[config.mk]
export PLATFORM = sky130hd
export DESIGN_NAME = sha256_stream_hasher
export DESIGN_NICKNAME = d
export VERILOG_FILES = /design/src/hdl/sha_pkg.sv /design/src/hdl/sha256_stream_hasher.sv /design/src/hdl/sha_core.sv
export SDC_FILE = /design/constraint.sdc
export NUM_CORES = 2
export LEC_CHECK = 0
export BUFFER_PORTS_ARGS = -buffer_cell sky130_fd_sc_hd__buf_2
export CELL_PAD_IN_SITES_DETAIL_PLACEMENT = 0
export CELL_PAD_IN_SITES_GLOBAL_PLACEMENT = 1
export CORE_ASPECT_RATIO = 0.8
export CORE_UTILIZATION = 50
export CTS_CLUSTER_DIAMETER = 150
export DETAILED_ROUTE_END_ITERATION = 16
export PLACE_DENSITY = 0.73
export SLEW_MARGIN = 25
export SYNTH_ARGS = -nofsm -noshare
export SYNTH_HDL_FRONTEND = slang
export SYNTH_HIERARCHICAL = 1
export SYNTH_SLANG_ARGS = --single-unit
export TNS_END_PERCENT = 100
[constraint.sdc]
create_clock -name clk -period 20.4 [get_ports clk]
set_input_delay 4.08 -clock clk [delete_from_list [all_inputs] [get_ports clk]]
set_output_delay 4.08 -clock clk [all_outputs]
set_load 0.02 [all_outputs]
[src/hdl/sha_pkg.sv]
`timescale 1ns / 1ps
`default_nettype none
// ----------------------------------------------------------------------------
// SHA-256 package
// Round constants, initial hash value and the round helper functions.
// ----------------------------------------------------------------------------
package sha_pkg;

	localparam int unsigned BLOCK_BYTES = 64;
	localparam int unsigned ROUNDS      = 64;
	localparam int unsigned PAD_FILL    = 56;
	localparam logic [7:0]  PAD_MARK    = 8'h80;

	localparam logic [31:0] ROUND_K [64] = '{
		32'h428a2f98, 32'h71374491, 32'hb5c0fbcf, 32'he9b5dba5, 32'h3956c25b, 32'h59f111f1,
		32'h923f82a4, 32'hab1c5ed5, 32'hd807aa98, 32'h12835b01, 32'h243185be, 32'h550c7dc3,
		32'h72be5d74, 32'h80deb1fe, 32'h9bdc06a7, 32'hc19bf174, 32'he49b69c1, 32'hefbe4786,
		32'h0fc19dc6, 32'h240ca1cc, 32'h2de92c6f, 32'h4a7484aa, 32'h5cb0a9dc, 32'h76f988da,
		32'h983e5152, 32'ha831c66d, 32'hb00327c8, 32'hbf597fc7, 32'hc6e00bf3, 32'hd5a79147,
		32'h06ca6351, 32'h14292967, 32'h27b70a85, 32'h2e1b2138, 32'h4d2c6dfc, 32'h53380d13,
		32'h650a7354, 32'h766a0abb, 32'h81c2c92e, 32'h92722c85, 32'ha2bfe8a1, 32'ha81a664b,
		32'hc24b8b70, 32'hc76c51a3, 32'hd192e819, 32'hd6990624, 32'hf40e3585, 32'h106aa070,
		32'h19a4c116, 32'h1e376c08, 32'h2748774c, 32'h34b0bcb5, 32'h391c0cb3, 32'h4ed8aa4a,
		32'h5b9cca4f, 32'h682e6ff3, 32'h748f82ee, 32'h78a5636f, 32'h84c87814, 32'h8cc70208,
		32'h90befffa, 32'ha4506ceb, 32'hbef9a3f7, 32'hc67178f2
	};

	localparam logic [31:0] INIT_H [8] = '{
		32'h6a09e667, 32'hbb67ae85, 32'h3c6ef372, 32'ha54ff53a,
		32'h510e527f, 32'h9b05688c, 32'h1f83d9ab, 32'h5be0cd19
	};

	typedef logic [31:0] word_t;
	typedef word_t hash_t [8];

	// handshake between the front end and the compression core
	typedef struct packed {
		logic start;
		logic busy;
	} core_ctl_t;

	function automatic word_t ror(input word_t x, input int unsigned r);
		ror = (x >> r) | (x << (32 - r));
	endfunction

	function automatic word_t sig0(input word_t x);
		sig0 = ror(x, 7) ^ ror(x, 18) ^ (x >> 3);
	endfunction

	function automatic word_t sig1(input word_t x);
		sig1 = ror(x, 17) ^ ror(x, 19) ^ (x >> 10);
	endfunction

	function automatic word_t bsig0(input word_t x);
		bsig0 = ror(x, 2) ^ ror(x, 13) ^ ror(x, 22);
	endfunction

	function automatic word_t bsig1(input word_t x);
		bsig1 = ror(x, 6) ^ ror(x, 11) ^ ror(x, 25);
	endfunction

endpackage
`default_nettype wire

[src/hdl/sha256_stream_hasher.sv]
`timescale 1ns / 1ps
`default_nettype none
// ----------------------------------------------------------------------------
// SHA-256 stream hasher
// Byte-wide message input, eight 32-bit digest words out per message.
// ----------------------------------------------------------------------------
// Input channel (in_valid/in_ready): one transaction per message byte; has_byte
// marks a real byte, is_end closes the message. Bytes are packed big-endian
// into a 16-word block memory (written one word per four bytes).
// Message bytes are taken while the core is idle; the 64th byte of a block
// starts the compression core, which reads the block back, runs one round
// per cycle and then adds into the chain; input is held off while it is
// busy. The end transaction inserts padding one byte per cycle while the
// core is idle, possibly one extra block, then the digest is emitted as eight
// output transactions (out_valid/out_ready), word 0 first, last_word on
// word 7. A stalled receiver holds the current word; no new input is taken
// until all eight words leave. Reset returns the chain to the initial hash
// value and clears counts; the block memory needs no clearing.
// ----------------------------------------------------------------------------
module sha256_stream_hasher (
	input  wire logic        clk,
	input  wire logic        arst_n,
	input  wire logic        in_valid,
	output logic             in_ready,
	input  wire logic [7:0]  data_byte,
	input  wire logic        has_byte,
	input  wire logic        is_end,
	output logic             out_valid,
	input  wire logic        out_ready,
	output logic [31:0]      digest_word,
	output logic [2:0]       word_index,
	output logic             last_word
);

	typedef enum logic [2:0] {S_TAKE, S_WAIT, S_PAD, S_LEN, S_EMIT} state_t;

	state_t      state_q;
	logic [5:0]  fill_q;
	logic [60:0] total_q;
	logic [23:0] part_q;       // bytes of the word being assembled
	logic [2:0]  lenb_q;
	logic [2:0]  widx_q;
	logic        after_q;      // next pad byte is the 0x80 marker
	logic        busy_q;       // core was started, waiting for busy
	logic [31:0] mem_q [16];
	logic [31:0] rd_data_q;
	logic [3:0]  rd_addr;
	logic        start;
	logic        init_chain;
	logic        core_busy;
	logic [31:0] chain [8];
	logic [7:0]  wbyte;
	logic        wen;
	logic [63:0] bits;
	sha_pkg::core_ctl_t ctl;

	assign bits = {total_q, 3'b000};

	sha_core u_core (
		.clk        (clk),
		.arst_n     (arst_n),
		.start      (ctl.start),
		.init_chain (init_chain),
		.busy       (core_busy),
		.rd_addr    (rd_addr),
		.rd_data    (rd_data_q),
		.chain      (chain)
	);

	assign ctl.busy  = core_busy | busy_q;
	assign ctl.start = start;

	// block memory: one write port, one registered read port
	always_ff @(posedge clk) begin
		if (wen && fill_q[1:0] == 2'd3) mem_q[fill_q[5:2]] <= {part_q, wbyte};
		rd_data_q <= mem_q[rd_addr];
	end

	assign in_ready  = (state_q == S_TAKE) && !ctl.busy;
	assign out_valid = (state_q == S_EMIT);
	assign digest_word = chain[widx_q];
	assign word_index  = widx_q;
	assign last_word   = (widx_q == 3'd7);
	assign init_chain  = out_valid && out_ready && last_word;

	always_comb begin
		wen   = 1'b0;
		wbyte = data_byte;
		case (state_q)
			S_TAKE: wen = in_valid && in_ready && has_byte;
			S_PAD: begin
				wen   = !ctl.busy;
				wbyte = after_q ? sha_pkg::PAD_MARK : 8'h00;
			end
			S_LEN: begin
				wen   = 1'b1;
				wbyte = bits[8*(7-lenb_q) +: 8];
			end
			default: wen = 1'b0;
		endcase
		start = wen && (fill_q == 6'(sha_pkg::BLOCK_BYTES - 1));
	end

	always_ff @(posedge clk or negedge arst_n) begin
		if (!arst_n) begin
			state_q <= S_TAKE;
			fill_q  <= '0;
			total_q <= '0;
			lenb_q  <= '0;
			widx_q  <= '0;
			after_q <= 1'b0;
			busy_q  <= 1'b0;
			part_q  <= '0;
		end else begin
			busy_q <= start;
			if (wen) begin
				fill_q <= fill_q + 6'd1;
				part_q <= {part_q[15:0], wbyte};
			end
			case (state_q)
				S_TAKE: begin
					if (in_valid && in_ready) begin
						if (has_byte) total_q <= total_q + 61'd1;
						if (is_end) begin
							state_q <= S_PAD;
							after_q <= 1'b1;
						end
					end
				end
				S_PAD: begin
					if (wen) begin
						after_q <= 1'b0;
						if (fill_q == 6'(sha_pkg::PAD_FILL - 1)) begin
							state_q <= S_LEN;
							lenb_q  <= '0;
						end
					end
				end
				S_LEN: begin
					lenb_q <= lenb_q + 3'd1;
					if (lenb_q == 3'd7) state_q <= S_WAIT;
				end
				S_WAIT: begin
					if (!ctl.busy) begin
						state_q <= S_EMIT;
						widx_q  <= '0;
					end
				end
				S_EMIT: begin
					if (out_ready) begin
						widx_q <= widx_q + 3'd1;
						if (last_word) begin
							state_q <= S_TAKE;
							total_q <= '0;
						end
					end
				end
				default: state_q <= S_TAKE;
			endcase
		end
	end

endmodule
`default_nettype wire

[src/hdl/sha_core.sv]
`timescale 1ns / 1ps
`default_nettype none
// ----------------------------------------------------------------------------
// SHA-256 compression core
// Reads the block from the word memory, runs 64 rounds one per cycle with
// the schedule kept in a 16-word memory, and adds the result into the chain.
// ----------------------------------------------------------------------------
module sha_core (
	input  wire logic        clk,
	input  wire logic        arst_n,
	input  wire logic        start,
	input  wire logic        init_chain,
	output logic             busy,
	output logic [3:0]       rd_addr,
	input  wire logic [31:0] rd_data,
	output logic [31:0]      chain [8]
);

	typedef enum logic [1:0] {S_IDLE, S_LOAD, S_ROUND, S_ADD} state_t;

	state_t       state_q;
	logic [6:0]   cnt_q;
	logic [31:0]  wv_q [8];
	logic [31:0]  w_q [16];   // schedule ring, each slot at its own position
	logic [31:0]  wt;
	logic [31:0]  t1;
	logic [31:0]  t2;
	logic [5:0]   rnd;

	assign busy    = (state_q != S_IDLE);
	assign rnd     = cnt_q[5:0];
	assign rd_addr = cnt_q[3:0];

	always_comb begin
		if (rnd < 6'd16) begin
			wt = w_q[rnd[3:0]];
		end else begin
			wt = w_q[rnd[3:0]] + sha_pkg::sig0(w_q[rnd[3:0] + 4'd1])
				+ w_q[rnd[3:0] + 4'd9] + sha_pkg::sig1(w_q[rnd[3:0] + 4'd14]);
		end
		t1 = wv_q[7] + sha_pkg::bsig1(wv_q[4]) + ((wv_q[4] & wv_q[5]) ^ (~wv_q[4] & wv_q[6]))
			+ sha_pkg::ROUND_K[rnd] + wt;
		t2 = sha_pkg::bsig0(wv_q[0])
			+ ((wv_q[0] & wv_q[1]) ^ (wv_q[0] & wv_q[2]) ^ (wv_q[1] & wv_q[2]));
	end

	always_ff @(posedge clk or negedge arst_n) begin
		if (!arst_n) begin
			state_q <= S_IDLE;
			cnt_q   <= '0;
			for (int i = 0; i < 8; i++) chain[i] <= sha_pkg::INIT_H[i];
		end else begin
			case (state_q)
				S_IDLE: begin
					if (init_chain) begin
						for (int i = 0; i < 8; i++) chain[i] <= sha_pkg::INIT_H[i];
					end
					if (start) begin
						state_q <= S_LOAD;
						cnt_q   <= '0;
						for (int i = 0; i < 8; i++) wv_q[i] <= chain[i];
					end
				end
				S_LOAD: begin
					// registered read port: word at cnt-1 arrives now
					cnt_q <= cnt_q + 7'd1;
					if (cnt_q != 7'd0) w_q[cnt_q[3:0] - 4'd1] <= rd_data;
					if (cnt_q == 7'd16) begin
						state_q <= S_ROUND;
						cnt_q   <= '0;
					end
				end
				S_ROUND: begin
					w_q[rnd[3:0]] <= wt;
					wv_q[7] <= wv_q[6];
					wv_q[6] <= wv_q[5];
					wv_q[5] <= wv_q[4];
					wv_q[4] <= wv_q[3] + t1;
					wv_q[3] <= wv_q[2];
					wv_q[2] <= wv_q[1];
					wv_q[1] <= wv_q[0];
					wv_q[0] <= t1 + t2;
					cnt_q   <= cnt_q + 7'd1;
					if (rnd == 6'(sha_pkg::ROUNDS - 1)) state_q <= S_ADD;
				end
				S_ADD: begin
					for (int i = 0; i < 8; i++) chain[i] <= chain[i] + wv_q[i];
					state_q <= S_IDLE;
				end
				default: state_q <= S_IDLE;
			endcase
		end
	end

endmodule
`default_nettype wire

# Yosys cells after proc, flatten, opt, wreduce, memory -nomap -nowiden
# Memories as Yosys holds them, arrays and structs flattened. A register that Yosys moved wholly into a read port is not among the register bits.
# Index checks and enable logic that the tools add are counted.
# word_totals
reg_bits	367
ram_bits	1280
romBits	2048
input_bits	14
out_inout_bits	38
n_memories	4
# memory_table
memory	words	word_bits	read_ports	rd_ports_with_merged_regs	wr	line_no	source
(no name shown)	64	32	1	0	0	sha_core.sv:42	+ sha_pkg::ROUND_K[rnd] + wt;
mem_q	16	32	1	1	1	sha256_stream_hasher.sv:45	logic [31:0] mem_q [16];
u_core.w_q	16	32	4	0	1	sha_core.sv:24	logic [31:0] w_q [16];
u_core.wv_q	8	32	8	0	8	sha_core.sv:23	logic [31:0] wv_q [8];
# classes
n_addsub	28
order_cmp	3
eq_ne	27
n_shift	1
n_mux	63
bitwise_logic	38
n_reduce_logical	30
# op_table
operator	n
adder 32 bit	18
case mux 256 bit (2 select lines)	1
2-to-1 mux 32 bit	14
XOR 32 bit	9
2-to-1 mux 256 bit	1
2-to-1 mux 61 bit	4
AND 32 bit	5
case mux 61 bit (2 select lines)	1
binary-select mux 32 bit (select 3 bit)	1
indexed part select 64 x 33 -> 8 bit	1
adder 61 x 1 -> 61 bit, second input constant	1
2-to-1 mux 3 bit	12
NOT 32 bit	1
bitwise OR 10 x 32 -> 32 bit	1
bitwise OR 13 x 32 -> 32 bit	1
bitwise OR 14 x 32 -> 32 bit	1
bitwise OR 15 x 32 -> 32 bit	1
bitwise OR 19 x 32 -> 32 bit	1
bitwise OR 21 x 32 -> 32 bit	1
bitwise OR 25 x 32 -> 32 bit	1
bitwise OR 26 x 32 -> 32 bit	1
bitwise OR 30 x 32 -> 32 bit	1
bitwise OR 7 x 32 -> 32 bit	1
OR reduction 32 bit	1
48 further kinds	110

# Depth between registers and ports, before layout
# logic_depth
ltp_word	13
ltp_mapped	62
ltp_nobuf	53

# By module
# Netlist, hierarchy kept.
# modules_own_cells
module	instances	cells_each	area_each_um2	seq_area_each_um2
sha_core	1	7191	77234.1	29863.6
sha256_stream_hasher	1	1458	27318.7	18567.8

# Least setup slack after synthesis
# Ideal clock, no wire load.
# synth_path
kind	input to register
startpoint	input has_byte
endpoint	memory u_core.wv_q[0][0] (enable)
arrival_time_ps	16137
required_ps	19492
slack_ps	3354
cell_stages	6
path_buffers	0
path_cell_list	and3b_1 o221a_2 nand3_1 nor2_1 a21oi_1 nor2b_1
# synth_rtl
element	line_no	source
start, declared	sha256_stream_hasher.sv:26	input wire logic has_byte,
end, declared	sha_core.sv:23	

==> impl_results.html <==
<table>
<tr><th>Metric</th><th>Value</th></tr>
<tr><th colspan="2">Outcome</th></tr>
<tr><td>Status</td><td>complete, no violations</td></tr>
<tr><th colspan="2">Clock tree</th></tr>
<tr><td>H-tree depth</td><td>4</td></tr>
<tr><td>Root buffer cell</td><td>sky130_fd_sc_hd__clkbuf_16</td></tr>
<tr><td>CTS buffer count</td><td>178</td></tr>
<tr><td>Number of setup buffers added after CTS</td><td>0</td></tr>
<tr><td>Buffer levels on the longest clock path</td><td>3</td></tr>
<tr><td>Clock Latency Late Sink</td><td>890 ps</td></tr>
<tr><td>CTS tree</td><td>built</td></tr>
<tr><td>Post-CTS sizing</td><td>0</td></tr>
<tr><td>CTS Hold Buffers Added</td><td>0</td></tr>
<tr><td>Clock slew at reported path FFs</td><td>60 ps</td></tr>
<tr><td># clock sinks</td><td>1679</td></tr>
<tr><th colspan="2">Synthesis</th></tr>
<tr><td>Count of distinct cell types in the synthesized netlist</td><td>99</td></tr>
<tr><td>Cell types with the highest counts after synthesis</td><td>sky130_fd_sc_hd__edfxtp_1 (1280), sky130_fd_sc_hd__nand2_1 (1114), sky130_fd_sc_hd__mux4_2 (659)</td></tr>
<tr><td>Largest cells by area after synthesis</td><td>sky130_fd_sc_hd__edfxtp_1 (37%), sky130_fd_sc_hd__mux4_2 (14%), sky130_fd_sc_hd__dfrtp_1 (5.5%)</td></tr>
<tr><td>Cell with the most instances after synthesis</td><td>sky130_fd_sc_hd__edfxtp_1</td></tr>
<tr><td>Gate count of the mapped netlist</td><td>8649</td></tr>
<tr><td>Share of the synthesized area in the top cell type</td><td>36.8%</td></tr>
<tr><td>Library cell occupying the most area in the post-synthesis netlist</td><td>sky130_fd_sc_hd__edfxtp_1</td></tr>
<tr><td>FFs w/ async S/R, synth</td><td>21.9%</td></tr>
<tr><td>Count of synthesis-stage warnings from yosys</td><td>6</td></tr>
<tr><td>Net count after synthesis</td><td>9276</td></tr>
<tr><td>Most common flop cell mapped by yosys</td><td>sky130_fd_sc_hd__edfxtp_1</td></tr>
<tr><td>Average cell area after synthesis</td><td>12.1 sq um</td></tr>
<tr><td>Mapped Area</td><td>105000 sq um</td></tr>
<tr><td>Seq/Total Area, Yosys</td><td>46.3%</td></tr>
<tr><td>Count of flip-flops with a built-in enable after synthesis</td><td>1280</td></tr>
<tr><td>Number of storage elements in the synthesis netlist</td><td>1679</td></tr>
<tr><th colspan="2">Place</th></tr>
<tr><td>Routability Congestion</td><td>1.00</td></tr>
<tr><td>Count of buffers from port buffering</td><td>51</td></tr>
<tr><td>Placed cell area</td><td>108000 sq um</td></tr>
<tr><td>DP Wirelength</td><td>238 mm</td></tr>
<tr><td>Post-Place Setup Slack</td><td>4310 ps</td></tr>
<tr><td>Number of cells in the design after placement</td><td>11.1k</td></tr>
<tr><th colspan="2">Final layout</th></tr>
<tr><td>Register area</td><td>48500 sq um</td></tr>
<tr><td>Final net count</td><td>9194</td></tr>
<tr><td>Layout filler cell count</td><td>17.2k</td></tr>
<tr><td>Layout cell share with drive strength beyond 1</td><td>17.0%</td></tr>
<tr><td>Area growth syn-to-layout</td><td>9.15%</td></tr>
<tr><td>Design Area, Final</td><td>114000 sq um</td></tr>
<tr><td>Diodes inserted</td><td>0</td></tr>
<tr><td>Non-filler instance count after layout</td><td>11.4k</td></tr>
<tr><td>Multi-input gate area in the final layout</td><td>52900 sq um</td></tr>
<tr><th colspan="2">Critical path</th></tr>
<tr><td>Startpoint of the worst-slack reg-to-reg timing path</td><td>u_core/cnt_q[0]$_DFFE_PN0P_</td></tr>
<tr><td>Data required time of the worst path</td><td>20960 ps</td></tr>
<tr><td>Delay contributed by the slowest stage of the critical path</td><td>790 ps</td></tr>
<tr><td>Reg-to-reg slack, setup</td><td>4450 ps</td></tr>
<tr><td>Startpoint type of the worst setup path</td><td>flop</td></tr>
<tr><td>Cell depth of the worst flop-to-flop path</td><td>47</td></tr>
<tr><td>Worst path arrival time</td><td>16510 ps</td></tr>
<tr><td>Kind of end point of the critical path</td><td>flop</td></tr>
<tr><td>Capture instance of the worst register-to-register path</td><td>u_core/wv_q[0][31]$_DFFE_PP_</td></tr>
<tr><td>Largest fanout of any net on the critical path</td><td>65</td></tr>
<tr><td>CP Class</td><td>flop to flop</td></tr>
<tr><td>Critical path's slowest cell</td><td>sky130_fd_sc_hd__buf_4</td></tr>
<tr><th colspan="2">Global routing</th></tr>
<tr><td>Met2 track demand over resource in global routing</td><td>46.0%</td></tr>
<tr><td>Met1 global-route usage</td><td>50.7%</td></tr>
<tr><td>Number of global-route vias before repair</td><td>72.1k</td></tr>
<tr><td>Wire length of the first global-routing pass</td><td>508 mm</td></tr>
<tr><td>Global router's overall resource usage</td><td>33.0%</td></tr>
<tr><td>Global-route track usage on met3</td><td>9.24%</td></tr>
<tr><td>Peak-usage layer in the global routing report</td><td>met1</td></tr>
<tr><td>Grt ovf</td><td>0</td></tr>
<tr><td>Maximum number of pins on one net before global-route repair</td><td>169</td></tr>
<tr><td>Initial antenna violation count</td><td>10</td></tr>
<tr><th colspan="2">Drt</th></tr>
<tr><td>Number of vias in the routed layout</td><td>74.8k</td></tr>
<tr><td>Remaining antenna violation count</td><td>0</td></tr>
<tr><td>Initial DRC Count</td><td>9215</td></tr>
<tr><td>Number of detailed-routing iterations run before antenna repair</td><td>8</td></tr>
<tr><td>Remaining routing DRC violations</td><td>0</td></tr>
<tr><td>Overall routed net length</td><td>349 mm</td></tr>
<tr><td>Routed len/inst</td><td>30.5 microns</td></tr>
<tr><td>Per-cell via count in the routed design</td><td>6.54</td></tr>
<tr><th colspan="2">Floorplanning</th></tr>
<tr><td>Initial cell density of the core</td><td>50.5%</td></tr>
<tr><td>Die height</td><td>411 microns</td></tr>
<tr><td>I/O pin total</td><td>52</td></tr>
<tr><td>Die Area</td><td>211000 sq um</td></tr>
<tr><td>Floorplan core area</td><td>207000 sq um</td></tr>
<tr><td>Die width</td><td>513 microns</td></tr>
<tr><td>Num rows</td><td>149</td></tr>
<tr><th colspan="2">Timing</th></tr>
<tr><td>Total count of max-transition violations in the final report</td><td>0</td></tr>
<tr><td>Final count of negative-setup-slack endpoints</td><td>0</td></tr>
<tr><td>Fin Setup TNS</td><td>0 ps</td></tr>
<tr><td>Final clock period utilization by the worst path</td><td>78.2%</td></tr>
<tr><td>Final-report hold violation count</td><td>0</td></tr>
<tr><td>RSZ-0062 raised after global routing</td><td>no</td></tr>
<tr><td>Worst slew margin relative to its limit</td><td>24.4%</td></tr>
<tr><td>Upper clock frequency limit</td><td>0.0627 GHz</td></tr>
<tr><td>Final critical-path required period</td><td>15950 ps</td></tr>
<tr><td>Slew @ Worst Pin</td><td>1120 ps</td></tr>
<tr><td>Final worst clock skew</td><td>89.4 ps</td></tr>
<tr><td>Final setup margin</td><td>4450 ps</td></tr>
<tr><th colspan="2">Min path</th></tr>
<tr><td>Depth of the worst hold-timing path</td><td>1</td></tr>
<tr><td>Hold Crit Class</td><td>flop to flop</td></tr>
<tr><td>Hold endpoint</td><td>u_core/cnt_q[6]$_DFFE_PN0P_</td></tr>
<tr><td>Hold_sp</td><td>u_core/cnt_q[6]$_DFFE_PN0P_</td></tr>
<tr><th colspan="2">Job</th></tr>
<tr><td># Max-Cap Violations</td><td>0</td></tr>
</table>
## layout make-up
type / instances / share of cell area, %
sequential: 1679 / 42.5
multi-input combinational: 6031 / 46.3
inverter: 463 / 1.52
tap: 2718 / 2.98
clock buffer: 232 / 4.17
clock inverter: 100 / 1.09
timing repair buffer: 214 / 1.44
## kinds of logic (layout without fill, tap and decap cells)
family / after synthesis / count (layout) / share of synthesized area (%)
AO/OA/AOI/OAI: 1786 / 1786 / 10.8
XOR/XNOR: 579 / 579 / 4.85
multiplexers: 908 / 908 / 16.8
buffers and inverters: 939 / 1009 / 3.48
AND/OR/NAND/NOR: 2141 / 2141 / 8.97
flip-flops: 1679 / 1679 / 46.3
adder cells (fa/ha/maj): 617 / 617 / 8.79
## stage by stage
stage | hold slack, ps | utilization [%]
after detailed placement | 484 | 52.2
final | 493 | 55.1
after global placement | 467 | 52.2
after CTS | 495 | 55.1
after global routing | 515 | 55.1
after floorplan | 446 | -
## how the worst max path moves through the flow
stage	startpoint	end	slack [ps]	depth (start not counted)
floorplan	has_byte	u_core/wv_q[0][0]$_DFFE_PP_	3350	6
global placement	u_core/cnt_q[0]$_DFFE_PN0P_	u_core/wv_q[0][31]$_DFFE_PP_	4380	47
detailed placement	u_core/cnt_q[0]$_DFFE_PN0P_	u_core/wv_q[0][31]$_DFFE_PP_	4310	47
CTS	u_core/cnt_q[0]$_DFFE_PN0P_	u_core/wv_q[0][31]$_DFFE_PP_	4210	47
global route	u_core/cnt_q[0]$_DFFE_PN0P_	u_core/wv_q[0][31]$_DFFE_PP_	3580	47
finish	u_core/cnt_q[0]$_DFFE_PN0P_	u_core/wv_q[0][31]$_DFFE_PP_	4450	47
## layout by cell type (no fill, tap or decap), drive strengths merged, types with 22 or more instances in the layout
| master | netlist | final |
|---|---|---|
| and3 | 45 | 45 |
| o21bai | 59 | 59 |
| fa | 197 | 197 |
| o21a | 54 | 54 |
| a21o | 206 | 206 |
| dfstp | 136 | 136 |
| clkbuf | 339 | 232 |
| ha | 416 | 416 |
| nor2 | 444 | 444 |
| buf | 137 | 214 |
| a31oi | 49 | 49 |
| nand4 | 37 | 37 |
| edfxtp | 1280 | 1280 |
| nand2b | 56 | 56 |
| nand3 | 118 | 118 |
| mux2 | 88 | 88 |
| nand2 | 1114 | 1114 |
| nor2b | 41 | 41 |
| xor2 | 210 | 210 |
| o211ai | 39 | 39 |
| o31ai | 60 | 60 |
| mux2i | 153 | 153 |
| dfrtp | 231 | 231 |
| nor4 | 22 | 22 |
| nor3 | 103 | 103 |
| and2 | 22 | 22 |
| o221ai | 34 | 34 |
| inv | 462 | 467 |
| or4 | 23 | 23 |
| a211oi | 37 | 37 |
| dfxtp | 32 | 32 |
| mux4 | 667 | 667 |
| a21oi | 512 | 512 |
| clkinv | 1 | 70 |
| a21boi | 24 | 24 |
| o21ai | 471 | 471 |
| xnor2 | 369 | 369 |
| or3 | 60 | 60 |
## registers in the layout (all words and copies together) (netlist names), 2 cells and up
name and cells:
mem_q 512, u_core/w_q 512, u_core/chain 256, u_core/wv_q 256
total_q 61, rd_data_q 32, part_q 24, u_core/cnt_q 7
fill_q 6, lenb_q 3, state_q 3, word_index 3
u_core/state_q 2
## routing by layer
layer  wire length [microns]  vias to the layer above  share of wire, %
met1                  155000                    38200                44
met2                  145000                     3985                42
met4                    7130                        4               2.0
li1                        -                    32200                 -
met5                     100                        -             0.029
met3                   41100                      443                12
## critical path: cells and delay by family (launching register included)
kind,cells,cell delay (ps)
adders and majority gates,9,3830
xor gates and xnor gates,6,1390
buffers and inverters,10,3200
DFF,1,760
and+or+nand+nor,4,410
muxes,2,1120
AOI/OAI and AO/OA,16,4790
Power is left out: the tool's default activity adds up to more than one toggle a clock period on the data nets, which glitch-free logic cannot reach.
